File: src/hw/rtl/csm_pkg.sv
`timescale 1ns / 1ps
`default_nettype none

package csm_pkg;

   localparam int SAMPLE_W    = 8;
   localparam int CMD_W       = 2;
   localparam int SPAN_W      = SAMPLE_W + 1;
   localparam int DIV_STEPS   = SAMPLE_W;
   localparam int STEP_CNT_W  = $clog2(DIV_STEPS);
   localparam int QUEUE_DEPTH = 4;
   localparam int QUEUE_PTR_W = $clog2(QUEUE_DEPTH);
   localparam int QUEUE_CNT_W = $clog2(QUEUE_DEPTH + 1);

   localparam logic [SAMPLE_W-1:0] SAMPLE_MAX = {SAMPLE_W{1'b1}};
   localparam logic [SAMPLE_W-1:0] SAMPLE_MIN = '0;

   // command codes carried in the request tuser
   localparam logic [CMD_W-1:0] CMD_CLEAR   = 2'd0;
   localparam logic [CMD_W-1:0] CMD_MEASURE = 2'd1;
   localparam logic [CMD_W-1:0] CMD_MAP     = 2'd2;

   // one map job, already classified by the front end
   typedef struct packed {
      logic                pass;        // nothing measured yet
      logic                full_scale;  // clamped sample sits on the maximum
      logic [SAMPLE_W-1:0] sample;
      logic [SAMPLE_W-1:0] low;
      logic [SAMPLE_W-1:0] high;
      logic [SPAN_W-1:0]   offset;      // clamped sample - low + 1
      logic [SPAN_W-1:0]   span;        // high - low + 1
   } map_entry_type;

   typedef struct packed {
      logic                   full;
      logic                   not_empty;
      logic [QUEUE_CNT_W-1:0] count;
   } queue_status_type;

endpackage

`default_nettype wire

File: src/hw/rtl/csm_front.sv
`timescale 1ns / 1ps
`default_nettype none

module csm_front
   import csm_pkg::*;
(
   input  wire logic                  clock,
   input  wire logic                  reset,
   input  wire logic                  req_valid,
   output logic                       req_ready,
   input  wire logic [CMD_W-1:0]      req_command,
   input  wire logic [SAMPLE_W-1:0]   req_sample,
   input  wire queue_status_type      q_status,
   output logic                       q_push,
   output map_entry_type              q_entry
);

   logic [SAMPLE_W-1:0] min_ff, min_in;
   logic [SAMPLE_W-1:0] max_ff, max_in;
   logic [SAMPLE_W-1:0] clamped;
   logic                accept;

   assign req_ready = !q_status.full;
   assign accept    = req_valid && req_ready;

   // running bounds
   always_comb begin
      min_in = min_ff;
      max_in = max_ff;
      if (accept) begin
         unique case (req_command)
            CMD_CLEAR: begin
               min_in = SAMPLE_MAX;
               max_in = SAMPLE_MIN;
            end
            CMD_MEASURE: begin
               if (req_sample < min_ff) min_in = req_sample;
               if (req_sample > max_ff) max_in = req_sample;
            end
            default: begin
            end
         endcase
      end
   end

   always_ff @(posedge clock) begin
      if (reset) begin
         min_ff <= SAMPLE_MAX;
         max_ff <= SAMPLE_MIN;
      end else begin
         min_ff <= min_in;
         max_ff <= max_in;
      end
   end

   // classify a map job against the bounds as they stand now
   always_comb begin
      priority if (req_sample < min_ff) clamped = min_ff;
      else if (req_sample > max_ff)     clamped = max_ff;
      else                              clamped = req_sample;
   end

   always_comb begin
      q_push             = accept && (req_command == CMD_MAP);
      q_entry.pass       = min_ff > max_ff;
      q_entry.sample     = req_sample;
      q_entry.low        = min_ff;
      q_entry.high       = max_ff;
      q_entry.offset     = {1'b0, clamped} - {1'b0, min_ff} + SPAN_W'(1);
      q_entry.span       = {1'b0, max_ff} - {1'b0, min_ff} + SPAN_W'(1);
      q_entry.full_scale = clamped == max_ff;
   end

endmodule

`default_nettype wire

File: src/hw/rtl/csm_queue.sv
`timescale 1ns / 1ps
`default_nettype none

module csm_queue
   import csm_pkg::*;
(
   input  wire logic             clock,
   input  wire logic             reset,
   input  wire logic             push,
   input  wire map_entry_type    push_entry,
   input  wire logic             pop,
   output map_entry_type         head_entry,
   output queue_status_type      status
);

   map_entry_type            mem_ff [QUEUE_DEPTH];
   logic [QUEUE_PTR_W-1:0]   wr_ptr_ff, wr_ptr_in;
   logic [QUEUE_PTR_W-1:0]   rd_ptr_ff, rd_ptr_in;
   logic [QUEUE_CNT_W-1:0]   count_ff, count_in;

   always_comb begin
      wr_ptr_in = wr_ptr_ff;
      rd_ptr_in = rd_ptr_ff;
      count_in  = count_ff;
      if (push) begin
         wr_ptr_in = (wr_ptr_ff == QUEUE_PTR_W'(QUEUE_DEPTH - 1)) ? '0
                   : wr_ptr_ff + 1'b1;
      end
      if (pop) begin
         rd_ptr_in = (rd_ptr_ff == QUEUE_PTR_W'(QUEUE_DEPTH - 1)) ? '0
                   : rd_ptr_ff + 1'b1;
      end
      if (push && !pop) count_in = count_ff + 1'b1;
      else if (pop && !push) count_in = count_ff - 1'b1;
   end

   always_ff @(posedge clock) begin
      if (reset) begin
         wr_ptr_ff <= '0;
         rd_ptr_ff <= '0;
         count_ff  <= '0;
      end else begin
         wr_ptr_ff <= wr_ptr_in;
         rd_ptr_ff <= rd_ptr_in;
         count_ff  <= count_in;
      end
   end

   always_ff @(posedge clock) begin
      if (push) mem_ff[wr_ptr_ff] <= push_entry;
   end

   assign head_entry       = mem_ff[rd_ptr_ff];
   assign status.full      = count_ff == QUEUE_CNT_W'(QUEUE_DEPTH);
   assign status.not_empty = count_ff != '0;
   assign status.count     = count_ff;

endmodule

`default_nettype wire

File: src/hw/rtl/csm_back.sv
`timescale 1ns / 1ps
`default_nettype none

module csm_back
   import csm_pkg::*;
(
   input  wire logic                 clock,
   input  wire logic                 reset,
   input  wire map_entry_type        head_entry,
   input  wire queue_status_type     q_status,
   output logic                      q_pop,
   output logic                      rsp_valid,
   input  wire logic                 rsp_ready,
   output logic [SAMPLE_W-1:0]       rsp_mapped,
   output logic [SAMPLE_W-1:0]       rsp_low,
   output logic [SAMPLE_W-1:0]       rsp_high
);

   typedef enum logic [1:0] {
      ST_IDLE,
      ST_DIV,
      ST_HOLD
   } state_type;

   state_type             state_ff;
   map_entry_type         job_ff;
   logic [SPAN_W-1:0]     rem_ff;
   logic [SAMPLE_W-1:0]   quo_ff;
   logic [STEP_CNT_W-1:0] step_ff;
   logic                  rsp_valid_ff;
   logic [SAMPLE_W-1:0]   rsp_mapped_ff, rsp_low_ff, rsp_high_ff;

   logic [SPAN_W:0]       rem_shift;
   logic [SPAN_W:0]       rem_diff;
   logic                  quo_bit;
   logic                  out_free;
   logic                  load_rsp;
   logic [SAMPLE_W-1:0]   result;

   assign q_pop     = (state_ff == ST_IDLE) && q_status.not_empty;
   assign out_free  = !rsp_valid_ff || rsp_ready;
   assign load_rsp  = (state_ff == ST_HOLD) && out_free;

   // one restoring step of (offset * 256) / span
   assign rem_shift = {rem_ff, 1'b0};
   assign rem_diff  = rem_shift - {1'b0, job_ff.span};
   assign quo_bit   = rem_shift >= {1'b0, job_ff.span};

   always_comb begin
      priority if (job_ff.pass) result = job_ff.sample;
      else if (job_ff.full_scale) result = SAMPLE_MAX;
      else                        result = quo_ff - 1'b1;
   end

   always_ff @(posedge clock) begin
      if (reset) begin
         state_ff     <= ST_IDLE;
         rsp_valid_ff <= 1'b0;
      end else begin
         if (load_rsp) rsp_valid_ff <= 1'b1;
         else if (rsp_ready) rsp_valid_ff <= 1'b0;
         unique case (state_ff)
            ST_IDLE: begin
               if (q_status.not_empty) begin
                  job_ff   <= head_entry;
                  rem_ff   <= head_entry.offset;
                  quo_ff   <= '0;
                  step_ff  <= '0;
                  state_ff <= ST_DIV;
               end
            end
            ST_DIV: begin
               rem_ff  <= quo_bit ? rem_diff[SPAN_W-1:0] : rem_shift[SPAN_W-1:0];
               quo_ff  <= {quo_ff[SAMPLE_W-2:0], quo_bit};
               step_ff <= step_ff + 1'b1;
               if (step_ff == STEP_CNT_W'(DIV_STEPS - 1)) state_ff <= ST_HOLD;
            end
            ST_HOLD: begin
               if (out_free) begin
                  rsp_mapped_ff <= result;
                  rsp_low_ff    <= job_ff.low;
                  rsp_high_ff   <= job_ff.high;
                  state_ff      <= ST_IDLE;
               end
            end
            default: state_ff <= ST_IDLE;
         endcase
      end
   end

   assign rsp_valid  = rsp_valid_ff;
   assign rsp_mapped = rsp_mapped_ff;
   assign rsp_low    = rsp_low_ff;
   assign rsp_high   = rsp_high_ff;

endmodule

`default_nettype wire

File: src/hw/rtl/contrast_stretch_mapper_unit.sv
`timescale 1ns / 1ps
`default_nettype none

// linear contrast stretch of 8-bit samples, used in two passes over a stream
// req channel: tuser carries the command (clear, measure, map), tdata the sample
// clear and measure update the running min/max in the cycle they are accepted
// and give no rsp transaction; command code 3 is dropped
// a map transaction gives one rsp transaction carrying the stretched sample
// and the bounds it was mapped with; with nothing measured the sample passes
// through unchanged and the bounds read 255 and 0
// a map runs from req acceptance to rsp tvalid through the queue, pick-up by the
// back end, 8 divider steps and the result load into the output register
// throughput: clear/measure one per cycle while req tready is high; maps are
// taken by the bit-serial divider one at a time, at one quotient bit a cycle
// a 4-entry queue sits between front and back end, so up to four maps can be
// taken ahead while the divider is busy or a result waits
// rsp stall: the result holds in the output register; the divider then
// waits, the queue fills and req tready drops when it is full
// reset clears the bounds to 255/0, empties the queue and drops rsp tvalid

module contrast_stretch_mapper_unit
   import csm_pkg::*;
(
   input  wire logic        clock,
   input  wire logic        reset,
   input  wire logic        req_tvalid,
   output logic             req_tready,
   input  wire logic [7:0]  req_tdata,   // [7:0] sample
   input  wire logic [1:0]  req_tuser,   // [1:0] command
   output logic             rsp_tvalid,
   input  wire logic        rsp_tready,
   output logic [23:0]      rsp_tdata    // [7:0] mapped_sample, [15:8] low_bound,
                                         // [23:16] high_bound
);

   logic                q_push;
   logic                q_pop;
   map_entry_type       q_push_entry;
   map_entry_type       q_head_entry;
   queue_status_type    q_status;
   logic [SAMPLE_W-1:0] rsp_mapped, rsp_low, rsp_high;

   // front end: bounds and classification of map jobs
   csm_front u_front (
      .clock       (clock),
      .reset       (reset),
      .req_valid   (req_tvalid),
      .req_ready   (req_tready),
      .req_command (req_tuser),
      .req_sample  (req_tdata),
      .q_status    (q_status),
      .q_push      (q_push),
      .q_entry     (q_push_entry)
   );

   // decoupling queue of map jobs
   csm_queue u_queue (
      .clock      (clock),
      .reset      (reset),
      .push       (q_push),
      .push_entry (q_push_entry),
      .pop        (q_pop),
      .head_entry (q_head_entry),
      .status     (q_status)
   );

   // back end: serial divider and output register
   csm_back u_back (
      .clock      (clock),
      .reset      (reset),
      .head_entry (q_head_entry),
      .q_status   (q_status),
      .q_pop      (q_pop),
      .rsp_valid  (rsp_tvalid),
      .rsp_ready  (rsp_tready),
      .rsp_mapped (rsp_mapped),
      .rsp_low    (rsp_low),
      .rsp_high   (rsp_high)
   );

   assign rsp_tdata = {rsp_high, rsp_low, rsp_mapped};

`ifndef SYNTHESIS
   // an accepted map is always held somewhere in the queue next cycle
   assert property (@(posedge clock) disable iff (reset)
      (req_tvalid && req_tready && req_tuser == CMD_MAP) |=> q_status.not_empty)
      else $error("map transaction lost on its way into the queue");

   // with a single measured level every sample maps to full scale
   assert property (@(posedge clock) disable iff (reset)
      (rsp_tvalid && rsp_tdata[15:8] == rsp_tdata[23:16]) |-> rsp_tdata[7:0] == SAMPLE_MAX)
      else $error("degenerate range not mapped to full scale");

   // nothing is presented straight after reset
   assert property (@(posedge clock) disable iff (reset)
      $past(reset) |-> !rsp_tvalid)
      else $error("rsp tvalid high right after reset");
`endif

endmodule

`default_nettype wire

File: config.mk
export PLATFORM = sky130hd
export DESIGN_NAME = contrast_stretch_mapper_unit
export DESIGN_NICKNAME = d
export VERILOG_FILES = /design/src/hw/rtl/csm_pkg.sv /design/src/hw/rtl/csm_front.sv /design/src/hw/rtl/csm_queue.sv /design/src/hw/rtl/csm_back.sv /design/src/hw/rtl/contrast_stretch_mapper_unit.sv
export SDC_FILE = /design/constraint.sdc
export NUM_CORES = 1
export LEC_CHECK = 0
export BUFFER_PORTS_ARGS = -buffer_cell sky130_fd_sc_hd__buf_2
export CAP_MARGIN = 20
export CORE_AREA = 2 2 150 152
export CTS_CLUSTER_DIAMETER = 80
export DETAILED_ROUTE_END_ITERATION = 10
export DIE_AREA = 0 0 152 154
export PLACE_DENSITY = 0.73
export SETUP_SLACK_MARGIN = 0.3
export SYNTH_ARGS = -nofsm -noshare
export SYNTH_HDL_FRONTEND = slang
export SYNTH_SLANG_ARGS = --single-unit
File: constraint.sdc
create_clock -name clock -period 10.6 [get_ports clock]
set_input_delay 1.59 -clock clock [delete_from_list [all_inputs] [get_ports clock]]
set_output_delay 1.59 -clock clock [all_outputs]
set_load 0.01 [all_outputs]
Word level (Yosys, flattened, before mapping)
Memories as Yosys holds them, arrays and structs flattened. A register that Yosys moved wholly into a read port is not among the register bits. Index checks and enable logic that the tools add are counted.

Add/sub/neg operators: 11. Multipliers: 0. Divide/modulo/power cells: 0. Order comparisons: 4. Equality and inequality tests: 14. Shifts and indexed selects: 0. Mux-type cells: 29. Bitwise logic cells: 1. Reduce and logical (&&, ||, !) cells: 24.

Operators by type and width (count): $mux W8 (7); $pmux W8 S2 (3); $add A9 B1 Y9 const B (2); $mux W9 (2); $pmux W9 S2 (1); $reduce_and A3 Y1 (6); $sub A8 B8 Y9 (2); $gt A8 B8 Y1 (2); $mux W2 (7); $ge A10 B9 Y1 (1); $ne A2 B1 Y1 const B (5); $mux W3 (3); $sub A9 B9 Y9 (1); $eq A2 B2 Y1 const B (4); $eq A8 B8 Y1 (1); $lt A8 B8 Y1 (1); $reduce_bool A2 Y1 (4); $sub A8 B1 Y8 const B (1); $add A3 B1 Y3 const B (2); $eq A3 B3 Y1 const B (2); $logic_and A1 B1 Y1 (6); $pmux W2 S3 (1); $pmux W3 S2 (1); $add A2 B1 Y2 const B (2); 8 further kinds (16).

Register bits after elaboration: 105. Latch bits: 0. Memory bits (writable): 176. Bits in read-only memories: 0. Input bits: 14. Output and inout port bits: 26. Logic and storage cells: 103. Memories kept: 1.

Memories: u_queue.mem_ff (depth 4, width 44, rd ports 1, clocked after memory_dff 1, wr ports 1, RTL line csm_queue.sv:16) `map_entry_type mem_ff [QUEUE_DEPTH];`.

Longest topological paths before layout
Word-level depth: 8. Gate-level depth with buffers: 20. Gate-level depth less buffers: 19.

Modules after synthesis
From an unflattened synthesis, not the netlist that was laid out.

Cells, all modules: 818. Area total of the unflattened synthesis: 12813.5 µm².

By module, submodules not included: csm_queue (instances 1, cells each 274, area an instance 6849.1 µm², seq. area each 5465.2 µm²); csm_back (instances 1, cells each 248, area an instance 3543.4 µm², seq. area each 2432.3 µm²); csm_front (instances 1, cells each 296, area an instance 2421.1 µm², seq. area each 320.3 µm²).

Worst setup path before layout
No wires, ideal clock.

Kind: input port to flip-flop. From: input req_tdata[1]. To: memory u_queue.mem_ff[0][16] in the netlist's numbering (data pin). Library setup time: 0.272 ns. Arrival: 4.537 ns. Data required time: 10.328 ns. Slack: 5.792 ns. Cell stages on the path: 19. Path buffers: 1. Cell sequence: ha_1 > nor2b_1 > o211ai_1 > a21oi_1 > o22ai_1 > buf_6 > mux2_2 > mux2i_1 > ha_1 > inv_1 > ha_1 > inv_1 > fa_1 > nor2b_1 > o21ai_0 > a21boi_0 > o21a_1 > nor2_1 > xnor2_1.

RTL lines: start: declaration (RTL line contrast_stretch_mapper_unit.sv:28) `input wire logic [7:0] req_tdata,`; end: declaration (RTL line csm_queue.sv:16).

==> out/results.ini <==
[outcome]
status=completed

[synth]
syn_inst=780
async_flop_share_pct=0
synth_area_leaders=edfxtp_1, mux4_2, ha_1
synth_top_cell_by_area=edfxtp_1
synth_cell_types=53
seq_area_frac_synth_pct=66.00
synthFlopType=edfxtp_1
yosys_warnings=0
avgSynthCellArea_sq_um=15.96
syn_nets=869
yosys_register_bits=283
synth_top_area_share_pct=61.50
syn_area_sq_um=12450
synth-edff-count=255

[floorplanning]
die_h_um=154
coreArea_sq_um=21690
die_area_sq_um=23410
rows=54
io_pins=40
floorplan.die.width_um=152
start_util_pct=57.41

[placed_design]
place_congestion=0.8637
placed_cells=1086
preCtsSetupSlack_ns=5.046
placed_area_sq_um=12970
io_buffer_count=39
hpwl_mm=15.85

[sta]
relSlewSlack_pct=35.69
max_freq_ghz=0.1985
holdWs_ns=0.4176
hold_violations=0
fin_setup_tns_ns=0
drv_slew=0
setup_slack_ns=5.562
skew_ns=0.01598
worst_pin_slew_ns=0.9627
min_period_ns=5.038
fin_crit_sh_pct=47.53
setup_viol=0
rsz0062_at_grt=false

[grt]
grt_pass1_vias=6843
grt-ovfl-total=0
antenna_found_initial=1
grt_max_degree=45
track_usage_pct=20.98
grt_pass1_wl_mm=38.15

[pwr]
p_per_area_nw_per_um2=224.5
p_total_mw=3.127
p_seq_share_pct=45.8
p_int_mw=2.277
p_leak_nw=5.058
power.share.combinational_pct=21.9
switching_share_pct=27.16
irDropWorstVdd_uv=145.3
power.switching_mw=0.8492
power_frac_clock_pct=32.3

[clock_tree]
post-cts-setup-buffers=0
root_buffer=clkbuf_16
clockBufferDepth=3
numCtsBuffers=29
clkSinkCount=283
htree_levels=1
cts-resized-gates=0
hold_buffers=0
cts_tree=built
clk_pin_slew_ns=0.06
clk_latency_ns=0.54

[critical_path]
cp.depth=18
crit_path_max_incr_delay_ns=0.60
path_buf_inv=3
worstSetupStartpointType=input port
reg2reg_from=u_front.min_ff[5]
critPathArrivalTime_ns=5.37
endpoint_kind=flip-flop
required_ns=10.93
critPathMostFrequentCell=ha_1
path_delay_family=compound AO/OA/AOI/OAI gates
r2r_cells=18
critPathLaunch=req_tdata[5]
crit_path_max_fanout=19
worstSetupPathType=input port to flip-flop
slowest_stage=o31a_1
path_cells=buf_2, ha_1, a21o_1, a21o_1, a21oi_1, o31a_1, mux2i_1, ha_1, inv_1, ha_1, inv_1, fa_1, nor2b_1, o21ai_0, a21boi_0, o21a_1, nor2_1, xnor2_1

[cells_and_area]
drive_gt1_share_pct=18.16
fin_area_sq_um=13930
instances_no_fill=1139
area_growth_pct=11.87
n_antenna_cell=0
nets=926
final_util_pct=64.22

[route]
wl_per_cell_um=21.37
routed_wl_mm=24.34
viasPerCell=5.821
drc=0
first_pass_iters=4
postRouteAntennaNets=0
via_count=6630
initialDrtViolationCount=593

[min_path]
holdPathStages=0
hold_path_class=flip-flop to flip-flop
hp-start=u_back.job_ff[29]

[job]
cap_violations=0

[state kept, by name (all words and copies together), names as in the netlist, named ones only]
register,count
u_queue.count_ff,3
u_back.step_ff,3
u_queue.rd_ptr_ff,2
u_queue.mem_ff,176
u_back.rsp_mapped,8
u_front.min_ff,8
u_back.job_ff,35
u_back.rem_ff,9
u_back.rsp_valid,1
u_back.quo_ff,8
u_back.rsp_low,8
u_front.max_ff,8
u_back.rsp_high,8
u_queue.wr_ptr_ff,2
u_back.state_ff,2
[cell usage in the layout, fill, tap and decap left out, types with 8 or more instances in the layout]
| cell type | n |
|---|---|
| a21oi_1 | 18 |
| and2_1 | 8 |
| buf_2 | 39 |
| buf_4 | 10 |
| clkbuf_16 | 29 |
| dfxtp_1 | 26 |
| edfxtp_1 | 255 |
| ha_1 | 71 |
| inv_1 | 47 |
| mux2i_1 | 24 |
| mux4_2 | 44 |
| nand2_1 | 36 |
| nand2b_1 | 16 |
| nor2_1 | 41 |
| nor3_1 | 10 |
| o21ai_0 | 28 |
| o22a_1 | 8 |
| xnor2_1 | 12 |
| xor2_1 | 26 |
[logic make-up (layout without fill, tap and decap cells)]
kind of cell               after synthesis  after routing  synth area share [%]
buffers and inverters                   70            149                 2.432
and+or+nand+nor                        152            152                 6.201
xor gates and xnor gates                38             38                 2.673
muxes                                   69             69                 9.979
DFF                                    283            283                 66.00
adders and majority gates               75             75                 7.778
AOI/OAI and AO/OA                       93             93                 4.934
[synthesized netlist by cell type, types with 6 or more instances]
cell type  number
o21ai_0        28
a21oi_1        18
nor2_1         42
nand2b_1       16
nor2b_1         6
a21o_1          6
nand2_1        36
mux2i_1        24
ha_1           71
o22a_1          8
xnor2_1        12
xor2_1         26
o21a_1          7
mux4_2         44
nand4_1         6
dfxtp_1        28
clkbuf_1       13
nor3_1         11
edfxtp_1      255
inv_1          47
and2_1         12
[metal layers]
| layer | track usage [%] | part of all wire, % | up-vias |
|---|---|---|---|
| met5 | 0 | 0 | - |
| met4 | 5.296 | 1.8 | 0 |
| met3 | 2.818 | 3.8 | 35 |
| met2 | 35.76 | 50 | 146 |
| met1 | 29.02 | 44 | 3364 |
| li1 | - | - | 3085 |
[power groups by stage]
stage,clock network (mW),registers [mW],logic [mW]
final,1.01,1.43,0.684
after global routing,1.07,1.44,0.760
after CTS,1.03,1.43,0.690
after detailed placement,0,1.46,0.687
after global placement,0,1.45,0.661
after floorplan,0,1.43,0.533
[path summary, 6_finish.rpt]
path	end	slack [ns]
min reg2reg	u_back.rsp_low[3]	0.42
max	u_queue.mem_ff[2][16]	5.56
max reg2reg	u_queue.mem_ff[2][16]	6.08
min	u_back.rsp_low[3]	0.42
[cell type report]
type / instances / area, sq um
clock buffer: 41 / 820.8
clock inverter: 12 / 137.6
fill: 1533 / 7760
inverter: 47 / 176.4
multi-input combinational: 427 / 3953
sequential: 283 / 8220
tap: 280 / 350.3
timing repair buffer: 49 / 270.3
No activity file was read; power rests on OpenSTA's default activity.
